===== src/fpr_pkg.sv =====
`timescale 1ns / 1ps
// ----------------------------------------------------------------------------
// fpr_pkg
// Types and codes shared by the frame pacer cells and its top level.
// ----------------------------------------------------------------------------
package fpr_pkg;

   typedef struct packed {
      logic [63:0] stamp;
      logic [7:0]  tag;
   } entry_type;

   typedef struct packed {
      logic shift;
      logic load;
   } cell_ctrl_type;

   localparam logic ACT_ENQUEUE = 1'b0;
   localparam logic ACT_TICK    = 1'b1;

   localparam logic [2:0] KIND_ENQUEUED = 3'd0;
   localparam logic [2:0] KIND_FULL     = 3'd1;
   localparam logic [2:0] KIND_SHOW     = 3'd2;
   localparam logic [2:0] KIND_NOTIFY   = 3'd3;
   localparam logic [2:0] KIND_IDLE     = 3'd4;

   localparam logic [1:0] FLAG_NONE      = 2'd0;
   localparam logic [1:0] FLAG_UNLIMITED = 2'd1;
   localparam logic [1:0] FLAG_LIMITED   = 2'd2;

   localparam logic [7:0] CSR_ACTIVE = 8'd0;
   localparam logic [7:0] CSR_ID     = 8'd1;
   localparam logic [7:0] CSR_PERIOD = 8'd2;

   localparam logic [15:0] PERIOD_RESET = 16'd1000;

   localparam int RATE_AFTER_UNLIMITED = 24;
   localparam int RATE_STEP            = 2;
   localparam int RATE_FLOOR           = 2;

endpackage


===== src/fpr_cell.sv =====
`timescale 1ns / 1ps
// ----------------------------------------------------------------------------
// fpr_cell
// One slot of the frame queue: loads an enqueued frame or takes its
// neighbor's frame when the queue advances.
// ----------------------------------------------------------------------------
module fpr_cell (
   input  logic                  clock,
   input  fpr_pkg::cell_ctrl_type ctrl,
   input  fpr_pkg::entry_type    load_word,
   input  fpr_pkg::entry_type    nbr_word,
   output fpr_pkg::entry_type    word
);
   import fpr_pkg::*;

   entry_type word_ff;

   always_ff @(posedge clock) begin
      if (ctrl.shift) begin
         word_ff <= nbr_word;
      end else if (ctrl.load) begin
         word_ff <= load_word;
      end
   end

   assign word = word_ff;

endmodule


===== src/frame_pacer_rate_feedback_top.sv =====
`timescale 1ns / 1ps
// ----------------------------------------------------------------------------
// frame_pacer_rate_feedback_top
// Frame queue with timed release and frame rate feedback notifications.
// ----------------------------------------------------------------------------
// An enqueue word is taken while busy is low and its single result appears
// on the next cycle; busy stays low, so enqueues may follow back to back.
// A tick holds busy high while the due frames are released, through the evaluation
// state, and through a notify state as well when both a show and a rate
// notification result are produced: the queue is a row of cells that
// advances one frame per cycle. Results are strobed by rsp_valid for one
// cycle each, the last one flagged by rsp_last; there is no backpressure on
// the result side. The csr port is always ready and should be written only
// while the block is idle.
// ----------------------------------------------------------------------------
module frame_pacer_rate_feedback_top #(
   parameter int QUEUE_DEPTH    = 16,
   parameter int UNLIMITED_RATE = 31
) (
   input  logic        clock,
   input  logic        reset,
   input  logic        start,
   output logic        busy,
   input  logic        req_action,
   input  logic [63:0] req_time_stamp,
   input  logic [7:0]  req_frame_tag,
   output logic        rsp_valid,
   output logic [2:0]  rsp_kind,
   output logic [7:0]  rsp_shown_tag,
   output logic [7:0]  rsp_notify_presentation,
   output logic [1:0]  rsp_notify_flags,
   output logic [4:0]  rsp_desired_rate,
   output logic [4:0]  rsp_dropped_in_tick,
   output logic        rsp_last,
   input  logic        csr_valid,
   output logic        csr_ready,
   input  logic [7:0]  csr_index,
   input  logic [15:0] csr_data
);
   import fpr_pkg::*;

   localparam int CNT_W  = $clog2(QUEUE_DEPTH + 1);
   localparam int RATE_W = $clog2(UNLIMITED_RATE + 1);
   localparam logic [CNT_W-1:0]  FULL_CNT = CNT_W'(QUEUE_DEPTH);
   localparam logic [RATE_W-1:0] UNL_R    = RATE_W'(UNLIMITED_RATE);
   localparam logic [RATE_W-1:0] R_AFTER  = RATE_W'(RATE_AFTER_UNLIMITED);
   localparam logic [RATE_W-1:0] R_STEP   = RATE_W'(RATE_STEP);
   localparam logic [RATE_W-1:0] R_FLOOR  = RATE_W'(RATE_FLOOR);

   localparam logic [1:0] ST_IDLE  = 2'd0;
   localparam logic [1:0] ST_DRAIN = 2'd1;
   localparam logic [1:0] ST_EVAL  = 2'd2;
   localparam logic [1:0] ST_NOTE  = 2'd3;

   logic [1:0]        state_ff, state_in;
   logic [CNT_W-1:0]  count_ff, count_in;
   logic [31:0]       drop_total_ff, drop_total_in;
   logic [31:0]       pub_total_ff, pub_total_in;
   logic [63:0]       next_fb_ff, next_fb_in;
   logic [RATE_W-1:0] sent_rate_ff, sent_rate_in;
   logic              active_ff;
   logic [7:0]        pres_id_ff;
   logic [15:0]       period_ff;

   logic [63:0]       now_ff, now_in;
   logic              have_ff, have_in;
   logic [7:0]        tag_ff, tag_in;
   logic [4:0]        drops_ff, drops_in;
   logic [1:0]        note_flags_ff, note_flags_in;
   logic [4:0]        note_rate_ff, note_rate_in;

   logic              rsp_valid_ff, rsp_valid_in;
   logic [2:0]        rsp_kind_ff, rsp_kind_in;
   logic [7:0]        rsp_tag_ff, rsp_tag_in;
   logic [7:0]        rsp_pres_ff, rsp_pres_in;
   logic [1:0]        rsp_flags_ff, rsp_flags_in;
   logic [4:0]        rsp_rate_ff, rsp_rate_in;
   logic [4:0]        rsp_drops_ff, rsp_drops_in;
   logic              rsp_last_ff, rsp_last_in;

   logic              accept;
   logic              enq_ok;
   logic              shift;
   logic              head_due;
   logic [31:0]       pub_next;
   logic              fb_due;
   logic              notify;
   logic [RATE_W-1:0] new_rate;
   logic [RATE_W:0]   rate_sum;

   entry_type         load_word;
   entry_type         words [QUEUE_DEPTH];
   cell_ctrl_type     ctrls [QUEUE_DEPTH];

   assign accept    = start && !busy;
   assign busy      = (state_ff != ST_IDLE);
   assign csr_ready = 1'b1;
   assign enq_ok    = accept && (req_action == ACT_ENQUEUE) && (count_ff != FULL_CNT);
   assign head_due  = (count_ff != '0) && (words[0].stamp <= now_ff);
   assign shift     = (state_ff == ST_DRAIN) && head_due;
   assign load_word = '{stamp: req_time_stamp, tag: req_frame_tag};

   genvar gi;
   generate
      for (gi = 0; gi < QUEUE_DEPTH; gi++) begin : g_cell
         assign ctrls[gi].shift = shift;
         assign ctrls[gi].load  = enq_ok && (count_ff == CNT_W'(gi));
         if (gi == QUEUE_DEPTH - 1) begin : g_tail
            fpr_cell u_cell (
               .clock     (clock),
               .ctrl      (ctrls[gi]),
               .load_word (load_word),
               .nbr_word  (words[gi]),
               .word      (words[gi])
            );
         end else begin : g_body
            fpr_cell u_cell (
               .clock     (clock),
               .ctrl      (ctrls[gi]),
               .load_word (load_word),
               .nbr_word  (words[gi+1]),
               .word      (words[gi])
            );
         end
      end
   endgenerate

   // rate adaptation
   always_comb begin
      rate_sum = {1'b0, sent_rate_ff} + {1'b0, R_STEP};
      if (drop_total_ff != '0) begin
         if (sent_rate_ff == UNL_R) begin
            new_rate = R_AFTER;
         end else if (sent_rate_ff <= R_STEP) begin
            new_rate = R_FLOOR;
         end else begin
            new_rate = sent_rate_ff - R_STEP;
         end
      end else if (sent_rate_ff == UNL_R) begin
         new_rate = UNL_R;
      end else if (rate_sum > {1'b0, UNL_R}) begin
         new_rate = UNL_R;
      end else begin
         new_rate = rate_sum[RATE_W-1:0];
      end
   end

   assign pub_next = pub_total_ff + {31'd0, have_ff};
   assign fb_due   = (next_fb_ff < now_ff);
   assign notify   = fb_due && (pub_next != '0) && active_ff && (new_rate != sent_rate_ff);

   always_comb begin
      state_in      = state_ff;
      count_in      = count_ff;
      drop_total_in = drop_total_ff;
      pub_total_in  = pub_total_ff;
      next_fb_in    = next_fb_ff;
      sent_rate_in  = sent_rate_ff;
      now_in        = now_ff;
      have_in       = have_ff;
      tag_in        = tag_ff;
      drops_in      = drops_ff;
      note_flags_in = note_flags_ff;
      note_rate_in  = note_rate_ff;
      rsp_valid_in  = 1'b0;
      rsp_kind_in   = KIND_IDLE;
      rsp_tag_in    = '0;
      rsp_pres_in   = '0;
      rsp_flags_in  = FLAG_NONE;
      rsp_rate_in   = '0;
      rsp_drops_in  = '0;
      rsp_last_in   = 1'b0;
      unique case (state_ff)
         ST_IDLE: begin
            if (accept) begin
               if (req_action == ACT_ENQUEUE) begin
                  rsp_valid_in = 1'b1;
                  rsp_last_in  = 1'b1;
                  if (enq_ok) begin
                     count_in    = count_ff + 1'b1;
                     rsp_kind_in = KIND_ENQUEUED;
                  end else begin
                     rsp_kind_in = KIND_FULL;
                  end
               end else begin
                  now_in   = req_time_stamp;
                  have_in  = 1'b0;
                  tag_in   = '0;
                  drops_in = '0;
                  state_in = ST_DRAIN;
               end
            end
         end
         ST_DRAIN: begin
            if (head_due) begin
               if (have_ff) begin
                  drop_total_in = drop_total_ff + 32'd1;
                  if (drops_ff != 5'd31) begin
                     drops_in = drops_ff + 5'd1;
                  end
               end
               have_in  = 1'b1;
               tag_in   = words[0].tag;
               count_in = count_ff - 1'b1;
            end else begin
               state_in = ST_EVAL;
            end
         end
         ST_EVAL: begin
            pub_total_in = pub_next;
            if (fb_due) begin
               drop_total_in = '0;
               pub_total_in  = '0;
               next_fb_in    = now_ff + {48'd0, period_ff};
            end
            if (notify) begin
               sent_rate_in = new_rate;
            end
            if (new_rate == UNL_R) begin
               note_flags_in = FLAG_UNLIMITED;
               note_rate_in  = '0;
            end else begin
               note_flags_in = FLAG_LIMITED;
               note_rate_in  = new_rate[4:0];
            end
            rsp_valid_in = 1'b1;
            state_in     = ST_IDLE;
            if (have_ff) begin
               rsp_kind_in  = KIND_SHOW;
               rsp_tag_in   = tag_ff;
               rsp_drops_in = drops_ff;
               rsp_last_in  = !notify;
               if (notify) begin
                  state_in = ST_NOTE;
               end
            end else if (notify) begin
               rsp_kind_in  = KIND_NOTIFY;
               rsp_pres_in  = pres_id_ff;
               rsp_flags_in = note_flags_in;
               rsp_rate_in  = note_rate_in;
               rsp_last_in  = 1'b1;
            end else begin
               rsp_kind_in = KIND_IDLE;
               rsp_last_in = 1'b1;
            end
         end
         ST_NOTE: begin
            rsp_valid_in = 1'b1;
            rsp_kind_in  = KIND_NOTIFY;
            rsp_pres_in  = pres_id_ff;
            rsp_flags_in = note_flags_ff;
            rsp_rate_in  = note_rate_ff;
            rsp_last_in  = 1'b1;
            state_in     = ST_IDLE;
         end
         default: begin
            state_in = ST_IDLE;
         end
      endcase
   end

   always_ff @(posedge clock) begin
      if (reset) begin
         state_ff      <= ST_IDLE;
         count_ff      <= '0;
         drop_total_ff <= '0;
         pub_total_ff  <= '0;
         next_fb_ff    <= '0;
         sent_rate_ff  <= UNL_R;
         rsp_valid_ff  <= 1'b0;
         active_ff     <= 1'b0;
         pres_id_ff    <= '0;
         period_ff     <= PERIOD_RESET;
      end else begin
         state_ff      <= state_in;
         count_ff      <= count_in;
         drop_total_ff <= drop_total_in;
         pub_total_ff  <= pub_total_in;
         next_fb_ff    <= next_fb_in;
         sent_rate_ff  <= sent_rate_in;
         rsp_valid_ff  <= rsp_valid_in;
         if (csr_valid && csr_ready) begin
            unique case (csr_index)
               CSR_ACTIVE: active_ff  <= csr_data[0];
               CSR_ID:     pres_id_ff <= csr_data[7:0];
               CSR_PERIOD: period_ff  <= csr_data;
               default: begin
               end
            endcase
         end
      end
   end

   always_ff @(posedge clock) begin
      now_ff        <= now_in;
      have_ff       <= have_in;
      tag_ff        <= tag_in;
      drops_ff      <= drops_in;
      note_flags_ff <= note_flags_in;
      note_rate_ff  <= note_rate_in;
      rsp_kind_ff   <= rsp_kind_in;
      rsp_tag_ff    <= rsp_tag_in;
      rsp_pres_ff   <= rsp_pres_in;
      rsp_flags_ff  <= rsp_flags_in;
      rsp_rate_ff   <= rsp_rate_in;
      rsp_drops_ff  <= rsp_drops_in;
      rsp_last_ff   <= rsp_last_in;
   end

   assign rsp_valid               = rsp_valid_ff;
   assign rsp_kind                = rsp_kind_ff;
   assign rsp_shown_tag           = rsp_tag_ff;
   assign rsp_notify_presentation = rsp_pres_ff;
   assign rsp_notify_flags        = rsp_flags_ff;
   assign rsp_desired_rate        = rsp_rate_ff;
   assign rsp_dropped_in_tick     = rsp_drops_ff;
   assign rsp_last                = rsp_last_ff;

   a_count_bound: assert property (@(posedge clock) disable iff (reset)
      count_ff <= FULL_CNT)
      else $error("queue count beyond depth");

   a_shift_pops: assert property (@(posedge clock) disable iff (reset)
      shift |=> count_ff == $past(count_ff) - 1'b1)
      else $error("queue advance did not pop one frame");

   a_note_after_show: assert property (@(posedge clock) disable iff (reset)
      state_ff == ST_NOTE |-> rsp_valid_ff && rsp_kind_ff == KIND_SHOW && !rsp_last_ff)
      else $error("notification not preceded by a show word");

   a_rate_bound: assert property (@(posedge clock) disable iff (reset)
      sent_rate_ff <= UNL_R)
      else $error("sent rate above unlimited value");

   a_show_from_eval: assert property (@(posedge clock) disable iff (reset)
      rsp_valid_ff && rsp_kind_ff == KIND_SHOW |-> $past(state_ff) == ST_EVAL)
      else $error("show word outside tick evaluation");

endmodule


===== config.mk =====
export PLATFORM = sky130hd
export DESIGN_NAME = frame_pacer_rate_feedback_top
export DESIGN_NICKNAME = d
export VERILOG_FILES = /design/src/fpr_pkg.sv /design/src/fpr_cell.sv /design/src/frame_pacer_rate_feedback_top.sv
export SDC_FILE = /design/constraint.sdc
export NUM_CORES = 2
export LEC_CHECK = 0
export CAP_MARGIN = 10
export CORE_ASPECT_RATIO = 1.5
export CORE_UTILIZATION = 57
export DETAILED_ROUTE_END_ITERATION = 8
export DONT_BUFFER_PORTS = 1
export GPL_TIMING_DRIVEN = 0
export PLACE_DENSITY = 0.75
export SLEW_MARGIN = 20
export SYNTH_ARGS = -nofsm -noshare
export SYNTH_HDL_FRONTEND = slang
export SYNTH_SLANG_ARGS = --single-unit

===== constraint.sdc =====
create_clock -name clock -period 6.75 [get_ports clock]
set_input_delay 0 -clock clock [delete_from_list [all_inputs] [get_ports clock]]
set_output_delay 0 -clock clock [all_outputs]
set_load 0.005 [all_outputs]

==> qor.log <==
[placed_design] post-detail-place hpwl 110000 um
[drt] number of search-and-repair iterations in the first detailed-routing pass 7
[drt] drt drc 0
[cts] maximum level of the CTS H-tree 4
[final_layout] share of post-route cells with drive strength above 1 11.0%
[sta] transition time at the pin with the least slew margin 1110 ps
[sta] total count of max-transition violations in the final report 0
[sta] RSZ-0062 raised after global routing false
[pwr] Pwr per Cell Area 287 mW/mm^2
[sta] highest clock rate 0.156 GHz
[floorplan] io pins 136
[global_routing] largest net degree at the start of global routing 40
[final_layout] net count of the finished layout 5079
[sta] ratio of final minimum period to clock period 95.0%
[logic_synthesis] fraction of registers with async set or reset after synthesis 0%
[cts] total of cells resized after clock tree synthesis 0
[hold_path] class of the most critical hold timing path in2reg
[cts] worst skew pair latency 780 ps
[cts] total clock sinks 1435
[cts] number of post-CTS setup repair buffers 0
[floorplan] height of the die 404 um
[sta] final hold violations 0
[setup_path] Crit path arrival time 6910 ps
[setup_path] Setup Crit Path Kind reg2reg
[global_routing] global-route total usage across every layer 28.3%
[logic_synthesis] number of nets produced by synthesis 4725
[cts] clock-pin transition on the worst setup and hold timing paths 70 ps
[logic_synthesis] count of unique library cells instantiated by Yosys 91
[logic_synthesis] number of instances in the synthesized netlist 4466
[drt] count of antenna-violating nets left after detailed routing 0
[drt] number of design-rule violations left by the first detailed-router iteration 3184
[cts] Inserted Clock Buffers 136
[final_layout] Finished Core Util 66.2%
[logic_synthesis] proportion of synthesized chip area in sequential cells 67.0%
[floorplan] standard-cell row count 147
[logic_synthesis] synthesized area per cell 13.7 sq um
[placed_design] count of buffers from port buffering 0
[sta] Slew headroom 25.4%
[setup_path] Critical Path Source Type flip-flop
[sta] Setup Viol. Count Final 0
[setup_path] Setup crit end kind flip-flop
[sta] minimum clock period after layout 6410 ps
[hold_path] end of the worst hold path g_cell[15].g_tail.u_cell.word[35]$_DFFE_PP_
[logic_synthesis] count of flip-flops with a built-in enable after synthesis 1237
[floorplan] Initial Util 57.5%
[run] Max Cap Viol 0
[logic_synthesis] area share of the largest cell type after synthesis 60.5%
[logic_synthesis] leading register cell type out of synthesis edfxtp_1
[pwr] reported leakage power 29.6 nW
[setup_path] Critical Path RT 7250 ps
[final_layout] post-synthesis to final-layout area growth 15.3%
[cts] hold_buf cts 153
[logic_synthesis] count of yosys warnings during synthesis 0
[global_routing] first-pass GRT wire length 233000 um
[drt] Via-to-Cell Ratio 6.09
[logic_synthesis] number of storage elements in the synthesis netlist 1435
[sta] final critical-path setup slack 341 ps
[global_routing] global route overflow 0
[setup_path] r2r endpoint g_cell[5].g_body.u_cell.word[42]$_DFFE_PP_
[setup_path] beginning of the worst register-to-register path now_ff[58]$_DFFE_PP_
[setup_path] largest driver fanout on the critical path 23
[sta] post-route clock skew 40.8 ps
[cts] clk root buf clkbuf_16
[global_routing] antenna violations before repair 9
[drt] routed length per instance 24.1 um
[pwr] total design power 20.3 mW
[setup_path] worst setup slack for register-to-register paths 340 ps
[cts] TritonCTS clock tree built
[hold_path] cell depth of the worst min-delay path 1
[logic_synthesis] cell type contributing the most total cell area after synthesis edfxtp_1
[sta] worst hold slack 31.6 ps
[pwr] Max VDD drop 0.284 mV
[floorplan] Die ar. 0.109 sq mm
[global_routing] number of global-route vias before repair 39.7k
[logic_synthesis] most area-consuming cells after synthesis edfxtp_1 (61%), a21o_1 (13%), dfxtp_1 (6.5%)
[cts] Bufs on Longest Clock Path 3
[drt] via count 38.6k
[setup_path] Reg2Reg Depth 14
[drt] Total Routed Length 153000 um
[hold_path] worst hold start req_time_stamp[27]
[logic_synthesis] Mapped Area 0.0614 sq mm
[placed_design] Setup Slack @ Placement 397 ps
[final_layout] Filler cells 7523
[placed_design] placer congestion estimate 0.931
[floorplan] floorplan core area 0.107 sq mm
[outcome] status complete, no violations
[floorplan] x dimension of the die 270 um
[cell usage after synthesis, types with 10 or more instances]
master / number
edfxtp_1: 1237
a21o_1: 1090
buf_2: 201
dfxtp_1: 198
nand2_1: 187
a21oi_1: 158
ha_1: 157
clkbuf_1: 131
o21ai_0: 113
inv_1: 106
nand3_1: 91
nor2_1: 91
and2_0: 69
nand4_1: 64
xnor2_1: 59
nor3_1: 53
and3_1: 44
o2111ai_1: 30
a2111o_1: 29
nor4_1: 28
and2_1: 23
or3_1: 21
buf_4: 18
a211oi_1: 16
and4_1: 16
mux2i_1: 14
o21a_1: 12
a31oi_1: 11
nand3b_1: 11
o32ai_1: 10
[how the worst max path moves through the flow]
stage / to / slack [ps] / startpoint
global placement: g_cell[13].g_body.u_cell.word[39]$_DFFE_PP_ / -4970 / state_ff[1]$_SDFFE_PP0P_
floorplan: g_cell[4].g_body.u_cell.word[0]$_DFFE_PP_ / 80 / state_ff[1]$_SDFFE_PP0P_
CTS: g_cell[5].g_body.u_cell.word[42]$_DFFE_PP_ / 360 / now_ff[56]$_DFFE_PP_
global route: g_cell[5].g_body.u_cell.word[42]$_DFFE_PP_ / 220 / now_ff[56]$_DFFE_PP_
finish: g_cell[5].g_body.u_cell.word[42]$_DFFE_PP_ / 340 / now_ff[58]$_DFFE_PP_
detailed placement: g_cell[5].g_body.u_cell.word[37]$_DFFE_PP_ / 400 / now_ff[56]$_DFFE_PP_
[flip-flops by register name, summed over array words and instances (netlist names), 2 cells and up]
signal,count
count_ff,5
drop_total_ff,32
drops_ff,5
g_cell.g_body.u_cell.word,1080
g_cell.g_tail.u_cell.word,72
next_fb_ff,64
note_flags_ff,2
note_rate_ff,5
now_ff,64
period_ff,16
pres_id_ff,8
pub_total_ff,32
rsp_desired_rate,5
rsp_dropped_in_tick,5
rsp_kind,3
rsp_notify_flags,2
rsp_notify_presentation,8
rsp_shown_tag,8
sent_rate_ff,5
state_ff,2
tag_ff,8
[through the flow]
| stage | cell area [sq um] | instances | setup TNS (ps) |
|---|---|---|---|
| finish | 70800 | 6346 | 0 |
| global route | 70700 | 6340 | 0 |
| CTS | 70700 | 6338 | 0 |
| detailed placement | 65000 | 5943 | 0 |
| global placement | 63200 | 5881 | -4652770 |
| floorplan | 61400 | 4466 | 0 |
[per-layer routing]
layer	up-vias	routed length, um	GRT usage, %
li1	17600	-	-
met1	19300	56200	32.9
met2	1343	80200	51.2
met3	364	9480	4.37
met4	2	7220	13.4
met5	-	12	0
[layout by cell type (no fill, tap or decap), types with 138 or more instances in the layout]
master | synthesis | final
buf_2 | 201 | 201
dfxtp_1 | 198 | 198
dlygate4sd3_1 | 0 | 154
a21oi_1 | 158 | 158
nand2_1 | 187 | 187
edfxtp_1 | 1237 | 1237
a21o_1 | 1090 | 1090
ha_1 | 157 | 157
clkbuf_1 | 131 | 162
clkbuf_16 | 0 | 138
[kinds of logic (layout without fill, tap and decap cells)]
group                      count (synthesis)  in the layout  share of synthesized area, %
AOI/OAI and AO/OA                       1562           1562                          18.5
DFF                                     1435           1435                          67.0
and+or+nand+nor                          752            752                          6.55
buffers and inverters                    473            931                          3.54
adders and majority gates                158            158                          3.23
xor gates and xnor gates                  68             68                         0.970
muxes                                     17             17                         0.295
other                                      1              8                       0.00611
[critical path, cell delays in order, from the launching register on]
cell	delay, ps
edfxtp_1	380
inv_1	110
ha_1	330
nand4_1	160
or4_4	600
or2_1	300
a311oi_1	860
nor4_2	330
nor2_4	560
buf_2	520
buf_1	880
o21ai_4	420
buf_16	290
buf_16	160
buf_16	170
[power breakdown]
part | total (mW) | switching (mW) | internal, mW
combinational | 2.37 | 1.46 | 0.906
sequential | 10.4 | 0.168 | 10.3
clock | 7.47 | 3.31 | 4.16
[final cells by class]
class	instances	area (sq um)	area share, %
antenna	7	17.5	0.0248
buffer	365	1770	2.50
clock buffer	176	3640	5.14
clock inverter	66	606	0.856
inverter	108	408	0.576
multi-input combinational	2558	18300	25.9
sequential	1435	41100	58.1
tap	1415	1770	2.50
timing repair buffer	216	3140	4.43
Note: power is estimated with default switching activity, not from simulation.
